## src/hdl/bdlp_pkg.sv

```systemverilog
// Shared types, codes and constants of the button debounce and long-press block.
`default_nettype none

package bdlp_pkg;

  // Fixed field width of the per-lane vectors carried by one item.
  localparam int unsigned LANE_BITS       = 8;
  localparam int unsigned NUM_BUTTONS_DEF = 8;
  localparam int unsigned TIMER_WIDTH_DEF = 16;
  localparam int unsigned CFG_ADDR_W      = 4;
  localparam int unsigned CFG_DATA_W      = 32;

  typedef enum logic [1:0] {
    REQ_POLL      = 2'd0,
    REQ_CLR_PRESS = 2'd1,
    REQ_CLR_LONG  = 2'd2,
    REQ_CLR_BOTH  = 2'd3
  } bdlp_req_e;

  typedef enum logic [1:0] {
    REG_DEBOUNCE = 2'd0,
    REG_LONG     = 2'd1,
    REG_INVERT   = 2'd2,
    REG_ACTIVE   = 2'd3
  } bdlp_reg_e;

  typedef enum logic [2:0] {
    ST_UP       = 3'd0,
    ST_UP_DEB   = 3'd1,
    ST_DOWN     = 3'd2,
    ST_LONG     = 3'd3,
    ST_DOWN_DEB = 3'd4
  } bdlp_state_e;

  typedef struct packed {
    bdlp_req_e      req_type;
    logic [7:0]     pin_levels;
    logic [7:0]     elapsed_ms;
    logic [7:0]     select_mask;
  } bdlp_in_t;

  typedef struct packed {
    logic [7:0] press_flags;
    logic [7:0] long_flags;
    logic [7:0] pressed_now;
  } bdlp_out_t;

  typedef struct packed {
    logic [15:0] debounce_ms;
    logic [15:0] long_press_ms;
  } bdlp_cfg_t;

  typedef struct packed {
    logic       poll;
    logic       en;
    logic       down;
    logic       clr_press;
    logic       clr_long;
    logic       sel;
    logic [7:0] elapsed_ms;
  } bdlp_lane_ctrl_t;

  typedef struct packed {
    logic press_rpt;
    logic long_rpt;
  } bdlp_lane_stat_t;

endpackage

`default_nettype wire

```

## src/hdl/button_debounce_long_press.sv

```systemverilog
// Top level of the button debounce and long-press block: lanes, merge and registers.
`default_nettype none

// Qualifies up to NumButtons raw button pins. Each item is either a poll, which
// steps every active lane (lane index below active_buttons) through its
// debounce / long-press state machine after subtracting elapsed_ms from both of
// its countdowns, or a read-and-clear of the sticky press and long flags of the
// lanes in select_mask. Every item yields exactly one result: the flags of all
// lanes (after the update on a poll, before the clear otherwise) and the
// instant pressed level pin_levels XOR invert_mask. All lanes work in parallel,
// so an item is accepted every clock while the two-entry output buffer has
// room; each result is registered in that buffer.
// With the output stalled, two results are held before in_ready_o drops.
// No clearing pass after reset: all lane state resets in flip-flops. The
// register port (APB style, zero wait states) takes debounce_ms at 0x0,
// long_press_ms at 0x4, invert_mask at 0x8 and active_buttons at 0xC; write
// it only while no item is in flight.
module button_debounce_long_press #(
  parameter int unsigned NumButtons = bdlp_pkg::NUM_BUTTONS_DEF,
  parameter int unsigned TimerWidth = bdlp_pkg::TIMER_WIDTH_DEF
) (
  input  wire                                  clk_i,
  input  wire                                  rst_ni,
  input  wire                                  in_valid_i,
  output logic                                 in_ready_o,
  input  bdlp_pkg::bdlp_in_t                   in_data_i,
  output logic                                 out_valid_o,
  input  wire                                  out_ready_i,
  output bdlp_pkg::bdlp_out_t                  out_data_o,
  input  wire                                  psel,
  input  wire                                  penable,
  input  wire                                  pwrite,
  input  wire [bdlp_pkg::CFG_ADDR_W-1:0]       paddr,
  input  wire [bdlp_pkg::CFG_DATA_W-1:0]       pwdata,
  output logic [bdlp_pkg::CFG_DATA_W-1:0]      prdata,
  output logic                                 pready
);
  import bdlp_pkg::*;

  localparam logic [LANE_BITS-1:0] LaneMask = LANE_BITS'((16'd1 << NumButtons) - 16'd1);

  logic [15:0]          debounce_q, long_ms_q;
  logic [7:0]           invert_q;
  logic [3:0]           active_q;
  logic                 cfg_wr;
  bdlp_reg_e            reg_sel;

  logic                 accept;
  logic [LANE_BITS-1:0] pressed;
  bdlp_cfg_t            lane_cfg;
  logic                 is_poll, clr_press, clr_long;

  bdlp_lane_ctrl_t [NumButtons-1:0] lane_ctrl;
  bdlp_lane_stat_t [NumButtons-1:0] lane_stat;

  // Register port: pready tied high, write in the access phase.
  assign pready  = 1'b1;
  assign cfg_wr  = psel && penable && pwrite && pready;
  assign reg_sel = bdlp_reg_e'(paddr[3:2]);

  always_ff @(posedge clk_i or negedge rst_ni) begin
    if (!rst_ni) begin
      debounce_q <= 16'd20;
      long_ms_q  <= 16'd1000;
      invert_q   <= '0;
      active_q   <= '0;
    end else if (cfg_wr) begin
      case (reg_sel)
        REG_DEBOUNCE: debounce_q <= pwdata[15:0];
        REG_LONG:     long_ms_q  <= pwdata[15:0];
        REG_INVERT:   invert_q   <= pwdata[7:0];
        REG_ACTIVE:   active_q   <= pwdata[3:0];
        default: begin
        end
      endcase
    end
  end

  always_comb begin
    case (reg_sel)
      REG_DEBOUNCE: prdata = CFG_DATA_W'(debounce_q);
      REG_LONG:     prdata = CFG_DATA_W'(long_ms_q);
      REG_INVERT:   prdata = CFG_DATA_W'(invert_q);
      REG_ACTIVE:   prdata = CFG_DATA_W'(active_q);
      default:      prdata = '0;
    endcase
  end

  // Decode the item once; every lane sees the same request.
  assign accept    = in_valid_i && in_ready_o;
  assign pressed   = (in_data_i.pin_levels ^ invert_q) & LaneMask;
  assign is_poll   = (in_data_i.req_type == REQ_POLL);
  assign clr_press = (in_data_i.req_type == REQ_CLR_PRESS) ||
                     (in_data_i.req_type == REQ_CLR_BOTH);
  assign clr_long  = (in_data_i.req_type == REQ_CLR_LONG) ||
                     (in_data_i.req_type == REQ_CLR_BOTH);

  assign lane_cfg.debounce_ms   = debounce_q;
  assign lane_cfg.long_press_ms = long_ms_q;

  for (genvar g = 0; g < NumButtons; g++) begin : g_lane
    // Lanes at or above active_buttons hold on a poll.
    assign lane_ctrl[g].poll       = is_poll;
    assign lane_ctrl[g].en         = (4'(g) < active_q);
    assign lane_ctrl[g].down       = pressed[g];
    assign lane_ctrl[g].clr_press  = clr_press;
    assign lane_ctrl[g].clr_long   = clr_long;
    assign lane_ctrl[g].sel        = in_data_i.select_mask[g];
    assign lane_ctrl[g].elapsed_ms = in_data_i.elapsed_ms;

    bdlp_lane #(
      .TimerWidth (TimerWidth)
    ) u_lane (
      .clk_i    (clk_i),
      .rst_ni   (rst_ni),
      .accept_i (accept),
      .cfg_i    (lane_cfg),
      .ctrl_i   (lane_ctrl[g]),
      .stat_o   (lane_stat[g])
    );
  end

  // Combine lane reports and buffer the result item.
  bdlp_merge #(
    .NumButtons (NumButtons)
  ) u_merge (
    .clk_i       (clk_i),
    .rst_ni      (rst_ni),
    .push_i      (accept),
    .lane_stat_i (lane_stat),
    .pressed_i   (pressed),
    .ready_o     (in_ready_o),
    .out_valid_o (out_valid_o),
    .out_ready_i (out_ready_i),
    .out_data_o  (out_data_o)
  );

endmodule

`default_nettype wire

```

## src/hdl/bdlp_lane.sv

```systemverilog
// One button lane: debounce state machine, two countdowns and sticky event flags.
`default_nettype none

module bdlp_lane #(
  parameter int unsigned TimerWidth = bdlp_pkg::TIMER_WIDTH_DEF
) (
  input  wire                          clk_i,
  input  wire                          rst_ni,
  input  wire                          accept_i,
  input  bdlp_pkg::bdlp_cfg_t          cfg_i,
  input  bdlp_pkg::bdlp_lane_ctrl_t    ctrl_i,
  output bdlp_pkg::bdlp_lane_stat_t    stat_o
);
  import bdlp_pkg::*;

  localparam logic [31:0] TMax = 32'((64'd1 << TimerWidth) - 64'd1);

  function automatic logic [TimerWidth-1:0] load_timer(input logic [15:0] v);
    logic [31:0] v32;
    v32 = 32'(v);
    if (v32 > TMax) begin
      v32 = TMax;
    end
    return v32[TimerWidth-1:0];
  endfunction

  function automatic logic [TimerWidth-1:0] count_down(input logic [TimerWidth-1:0] t,
                                                       input logic [7:0] d);
    logic [TimerWidth-1:0] dx;
    dx = TimerWidth'(d);
    return (t > dx) ? (t - dx) : '0;
  endfunction

  bdlp_state_e           state_q, state_d;
  logic [TimerWidth-1:0] deb_q, deb_d, lng_q, lng_d;
  logic [TimerWidth-1:0] deb_dec, lng_dec;
  logic                  press_q, press_d, lev_q, lev_d;
  logic                  step;

  assign step    = accept_i && ctrl_i.poll && ctrl_i.en;
  assign deb_dec = count_down(deb_q, ctrl_i.elapsed_ms);
  assign lng_dec = count_down(lng_q, ctrl_i.elapsed_ms);

  // Next state
  always_comb begin
    state_d = state_q;
    if (step) begin
      case (state_q)
        ST_UP_DEB: begin
          if (deb_dec == '0) begin
            state_d = ctrl_i.down ? ST_DOWN : ST_UP;
          end
        end
        ST_DOWN: begin
          if (!ctrl_i.down) begin
            state_d = ST_DOWN_DEB;
          end else if (lng_dec == '0) begin
            state_d = ST_LONG;
          end
        end
        ST_LONG: begin
          if (!ctrl_i.down) begin
            state_d = ST_DOWN_DEB;
          end
        end
        ST_DOWN_DEB: begin
          if (deb_dec == '0) begin
            if (!ctrl_i.down) begin
              state_d = ST_UP;
            end else begin
              state_d = (lng_dec != '0) ? ST_DOWN : ST_LONG;
            end
          end
        end
        default: begin
          state_d = ctrl_i.down ? ST_UP_DEB : ST_UP;
        end
      endcase
    end
  end

  // Countdowns and event flags
  always_comb begin
    deb_d   = deb_q;
    lng_d   = lng_q;
    press_d = press_q;
    lev_d   = lev_q;
    if (step) begin
      deb_d = deb_dec;
      lng_d = lng_dec;
      case (state_q)
        ST_UP_DEB: begin
          if (deb_dec == '0 && ctrl_i.down) begin
            lng_d = load_timer(cfg_i.long_press_ms);
          end
        end
        ST_DOWN: begin
          if (!ctrl_i.down) begin
            deb_d = load_timer(cfg_i.debounce_ms);
          end else if (lng_dec == '0) begin
            lev_d = 1'b1;
          end
        end
        ST_LONG: begin
          if (!ctrl_i.down) begin
            deb_d = load_timer(cfg_i.debounce_ms);
          end
        end
        ST_DOWN_DEB: begin
          if (deb_dec == '0 && !ctrl_i.down && lng_dec != '0) begin
            press_d = 1'b1;
          end
        end
        default: begin
          if (ctrl_i.down) begin
            deb_d = load_timer(cfg_i.debounce_ms);
          end
        end
      endcase
    end
    if (accept_i && ctrl_i.sel && ctrl_i.clr_press) begin
      press_d = 1'b0;
    end
    if (accept_i && ctrl_i.sel && ctrl_i.clr_long) begin
      lev_d = 1'b0;
    end
  end

  always_ff @(posedge clk_i or negedge rst_ni) begin
    if (!rst_ni) begin
      state_q <= ST_UP;
      deb_q   <= '0;
      lng_q   <= '0;
      press_q <= 1'b0;
      lev_q   <= 1'b0;
    end else begin
      state_q <= state_d;
      deb_q   <= deb_d;
      lng_q   <= lng_d;
      press_q <= press_d;
      lev_q   <= lev_d;
    end
  end

  // Poll reports flags after its update, clears report them before.
  assign stat_o.press_rpt = ctrl_i.poll ? press_d : press_q;
  assign stat_o.long_rpt  = ctrl_i.poll ? lev_d : lev_q;

  a_long_from_down: assert property (@(posedge clk_i) disable iff (!rst_ni)
    $rose(lev_q) |-> ($past(state_q) == ST_DOWN && $past(accept_i)))
    else $error("long flag set outside the down state");

  a_press_from_deb: assert property (@(posedge clk_i) disable iff (!rst_ni)
    $rose(press_q) |-> ($past(state_q) == ST_DOWN_DEB && $past(accept_i)))
    else $error("press flag set outside the release debounce");

  a_hold_idle: assert property (@(posedge clk_i) disable iff (!rst_ni)
    !accept_i |=> ($stable(state_q) && $stable(deb_q) && $stable(lng_q)))
    else $error("lane changed without an accepted item");

endmodule

`default_nettype wire

```

## src/hdl/bdlp_merge.sv

```systemverilog
// Merge of lane reports into the result item, with a two-entry output buffer.
`default_nettype none

module bdlp_merge #(
  parameter int unsigned NumButtons = bdlp_pkg::NUM_BUTTONS_DEF
) (
  input  wire                                         clk_i,
  input  wire                                         rst_ni,
  input  wire                                         push_i,
  input  bdlp_pkg::bdlp_lane_stat_t [NumButtons-1:0]  lane_stat_i,
  input  wire [bdlp_pkg::LANE_BITS-1:0]               pressed_i,
  output logic                                        ready_o,
  output logic                                        out_valid_o,
  input  wire                                         out_ready_i,
  output bdlp_pkg::bdlp_out_t                         out_data_o
);
  import bdlp_pkg::*;

  bdlp_out_t res;
  bdlp_out_t out_q, out_d, skid_q, skid_d;
  logic      out_valid_q, out_valid_d, skid_valid_q, skid_valid_d;
  logic      pop;

  // Gather lane bits; lanes beyond the build read as zero.
  always_comb begin
    res             = '0;
    res.pressed_now = pressed_i;
    for (int i = 0; i < NumButtons; i++) begin
      res.press_flags[i] = lane_stat_i[i].press_rpt;
      res.long_flags[i]  = lane_stat_i[i].long_rpt;
    end
  end

  assign pop = out_valid_q && out_ready_i;

  always_comb begin
    out_d        = out_q;
    skid_d       = skid_q;
    out_valid_d  = out_valid_q;
    skid_valid_d = skid_valid_q;
    if (!out_valid_q || pop) begin
      if (skid_valid_q) begin
        out_d        = skid_q;
        out_valid_d  = 1'b1;
        skid_d       = res;
        skid_valid_d = push_i;
      end else begin
        out_d       = res;
        out_valid_d = push_i;
      end
    end else if (push_i) begin
      skid_d       = res;
      skid_valid_d = 1'b1;
    end
  end

  always_ff @(posedge clk_i or negedge rst_ni) begin
    if (!rst_ni) begin
      out_valid_q  <= 1'b0;
      skid_valid_q <= 1'b0;
    end else begin
      out_valid_q  <= out_valid_d;
      skid_valid_q <= skid_valid_d;
    end
  end

  always_ff @(posedge clk_i) begin
    out_q  <= out_d;
    skid_q <= skid_d;
  end

  assign ready_o     = !skid_valid_q;
  assign out_valid_o = out_valid_q;
  assign out_data_o  = out_q;

  a_skid_behind_out: assert property (@(posedge clk_i) disable iff (!rst_ni)
    skid_valid_q |-> out_valid_q)
    else $error("skid entry held while output register is empty");

  a_stall_to_skid: assert property (@(posedge clk_i) disable iff (!rst_ni)
    (push_i && out_valid_q && !out_ready_i) |=> skid_valid_q)
    else $error("item pushed under stall was not parked");

  a_push_shows: assert property (@(posedge clk_i) disable iff (!rst_ni)
    (push_i && !out_valid_q) |=> (out_valid_q && !skid_valid_q))
    else $error("item pushed into empty buffer did not appear");

endmodule

`default_nettype wire
```

## config.mk

```make
export PLATFORM = sky130hd
export DESIGN_NAME = button_debounce_long_press
export DESIGN_NICKNAME = d
export VERILOG_FILES = /design/src/hdl/bdlp_pkg.sv /design/src/hdl/button_debounce_long_press.sv /design/src/hdl/bdlp_lane.sv /design/src/hdl/bdlp_merge.sv
export SDC_FILE = /design/constraint.sdc
export NUM_CORES = 2
export LEC_CHECK = 0
export ABC_AREA = 1
export BUFFER_PORTS_ARGS = -buffer_cell sky130_fd_sc_hd__buf_4
export CORE_ASPECT_RATIO = 0.9
export CORE_MARGIN = 5
export CORE_UTILIZATION = 44
export CTS_BUF_LIST = sky130_fd_sc_hd__clkbuf_4 sky130_fd_sc_hd__clkbuf_8 sky130_fd_sc_hd__clkbuf_16
export DETAILED_ROUTE_END_ITERATION = 6
export GPL_TIMING_DRIVEN = 0
export SKIP_LAST_GASP = 1
export SYNTH_ARGS = -nofsm -noshare
export SYNTH_HDL_FRONTEND = slang
export SYNTH_SLANG_ARGS = --single-unit
```

## constraint.sdc

```tcl
create_clock -name clk_i -period 4.56 [get_ports clk_i]
set_input_delay 1.14 -clock clk_i [delete_from_list [all_inputs] [get_ports clk_i]]
set_output_delay 1.14 -clock clk_i [all_outputs]
set_load 0.005 [all_outputs]
```

==> qor.yml <==
core_um2: 78970
criticalPathCategory: "reg -> out"
final_cell_mix: "1,723 x nand2_1, 707 x inv_1, 576 x nand3_1"
irDropWorstVdd_mv: 0.3959
ys_async_sr_fraction: 0.8769
drive_above_1_share: 0.08126
first_global_vias: 34550
post_drt_wl_per_cell_um: 21.67
p_int_mw: 12.67
die_h_um: 277.1
critical_path_required_ns: 3.42
yosysSeqAreaShare: 0.2870
slowest_stage: "dfrtp_1"
postCtsSetupBuffers: 0
hpwlAfterDp_um: 106600
slew_headroom: 0.02135
via_per_inst: 5.661
vias: 38570
power_frac_comb: 0.608
crit_family: "buffers and inverters"
dp.cells: 6723
wl_um: 147700
fin_crit_sh: 1.048
synth-edff-count: 48
clock_latency_ns: 0.65
critical_path.max_stage_delay_ns: 1.03
cp.arrival_ns: 3.64
yosysWarnings: 0
endpoint_kind: "output port"
hold_class: "in -> async"
tightest_slew_ns: 1.468
grt_max_degree: 108
cts_buffer_depth: 3
violations: "negative setup slack"
drc_errors: 0
n_fill_cell: 8367
synth.ff_latch_count: 390
htree_levels: 2
p_seq_frac: 0.229
finalWorstSetupSlack_ns: -0.2181
overflow: 0
fmax_ghz: 0.2093
crit_buf_inv: 3
place_congestion: 0.9816
dr.pass1.iters: 6
p_switching_mw: 14.26
skew_ns: 0.03788
fin_cells: 6813
antenna_found_initial: 7
cp_cell_sequence: "inv_1 > clkbuf_2 > o22ai_1 > buf_4"
cap_violations: 0
rows: 98
die_area_um2: 84990
tns_ns: -0.5807
final_util: 0.4938
ant_nets: 0
synthFlopType: "dfrtp_1"
rsz0062_at_grt: "no"
syn_area_per_cell_um2: 6.278
maxSlewViolCount: 0
initialDrtViolationCount: 4835
cts.sinks: 390
path_max_fanout: 10
pwr-share-clk: 0.163
grt.total_usage: 0.3340
total_power_mw: 26.93
cts_tree: "yes"
yosys.cell_types.count: 71
dp_slack_ns: -0.3945
io_pins: 128
die_w_um: 306.8
numCtsBuffers: 50
setup_viol: 5
mostFrequentLayoutCell: "nand2_1"
io_buffers: 91
finalHoldViolations: 0
post-route-min-period_ns: 4.778
netlist_area_um2: 34870
path_clk_slew_ns: 0.06
synth_cells: 5555
status: "finished with violations"
area_growth_pct: 11.83
p_leak_nw: 19.82
clk_root_buffer_cell: "clkbuf_16"
start_util: 0.4416
grt_pass1_wl_um: 217700
num-nets-final: 5931
startpoint_type: "flip-flop"
switching_share: 0.5295
p_per_area_nw_per_um2: 690.7
Yosys cell counts (all sizes together) (10+ instances only):
master,instances,area (um2)
a21oi,229,1195
a22oi,13,97.59
a31oi,23,143.9
buf,82,564.3
clkbuf,113,424.2
clkinv,19,71.32
dfrtp,334,8358
edfxtp,48,1441
fa,16,320.3
ha,128,1602
inv,738,2770
nand2,1766,6779
nand3,592,3050
nand3b,27,202.7
nand4,53,346.6
nor2,580,2350
nor3,75,380.4
o2111ai,10,87.58
o211ai,23,207.7
o21ai,392,1984
o21bai,23,183.9
o221ai,50,437.9
o22a,27,236.5
o22ai,23,143.9
o32ai,10,87.58
or2,21,131.4
xnor2,22,192.7
xor2,34,297.8
registers in the layout, indices dropped and copies added, names as in the netlist, 8 cells and up:
register,cells
g_lane.u_lane.state_q,24
g_lane.u_lane.deb_q,128
long_ms_q,16
g_lane.u_lane.lev_q,8
g_lane.u_lane.lng_q,128
debounce_q,16
u_merge.out_data_o,24
g_lane.u_lane.press_q,8
u_merge.skid_q,24
invert_q,8
per-stage QoR:
| stage | hold WS (ns) | area [um2] |
|---|---|---|
| after CTS | 0.4421 | 38980 |
| after floorplan | 0.4491 | 34930 |
| final | 0.4323 | 39000 |
| after detailed placement | 0.4712 | 37230 |
| after global placement | 0.4700 | 36930 |
| after global routing | 0.4665 | 38990 |
layout make-up:
class | instances | area [um2] | share of cell area
multi-input combinational | 4228 | 21100 | 0.5411
sequential | 390 | 10010 | 0.2567
inverter | 757 | 2849 | 0.07306
clock buffer | 66 | 1445 | 0.03706
tap | 1050 | 1314 | 0.03369
timing repair buffer | 103 | 972.2 | 0.02493
buffer | 188 | 968.4 | 0.02483
clock inverter | 27 | 325.3 | 0.008342
antenna | 4 | 10.01 | 0.0002567
layer usage:
metal | track usage | vias to the layer above | share of wire
met5 | 0 | - | 0.00028
met4 | 0.1226 | 6 | 0.044
met3 | 0.07670 | 316 | 0.11
met2 | 0.4775 | 1858 | 0.40
met1 | 0.4910 | 17960 | 0.44
li1 | - | 18420 | -
power groups by stage:
| stage | combinational (mW) | clock [mW] | sequential (mW) |
|---|---|---|---|
| after floorplan | 12.0 | 0 | 5.55 |
| after global placement | 15.9 | 0 | 6.03 |
| after detailed placement | 16.0 | 0 | 6.02 |
| after CTS | 16.0 | 4.41 | 6.08 |
| after global routing | 18.4 | 4.55 | 6.26 |
| final | 16.4 | 4.39 | 6.16 |
path summary, 6_finish.rpt:
kind                                           start  slack (ns)                   endpoint  depth (start not counted)
max in group asynchronous                     rst_ni        3.07  g_lane[2].u_lane.deb_q[4]                          2
setup / recovery                      debounce_q[12]       -0.22                 prdata[12]                          4
hold / removal                                rst_ni        0.43  g_lane[1].u_lane.lng_q[3]                          1
hold reg to reg            g_lane[3].u_lane.lng_q[0]        0.49  g_lane[3].u_lane.lng_q[0]                          2
setup reg to reg                u_merge.skid_valid_q        1.01     u_merge.out_data_o[16]                         10
min in group clk_i         g_lane[3].u_lane.lng_q[0]        0.49  g_lane[3].u_lane.lng_q[0]                          2
kinds of logic (layout without fill, tap and decap cells):
kind of cell             count (synthesis)  in the layout  share of synthesized area
buffers and inverters                  952           1141                     0.1098
adder cells (fa/ha/maj)                144            144                    0.05511
flip-flops                             390            390                     0.2870
AND/OR/NAND/NOR                       3136           3136                     0.3837
XOR/XNOR                                56             56                    0.01406
AO/OA/AOI/OAI                          875            875                     0.1501
other                                    2             21                  0.0002154
timing repair:
action                                  in CTS  in global routing
cloned                                       0                  0
endpoints found under the setup margin       8                  2
hold buffers                                 0                  0
gates resized for setup                      7                  1
Note: power is estimated with default switching activity, not from simulation.
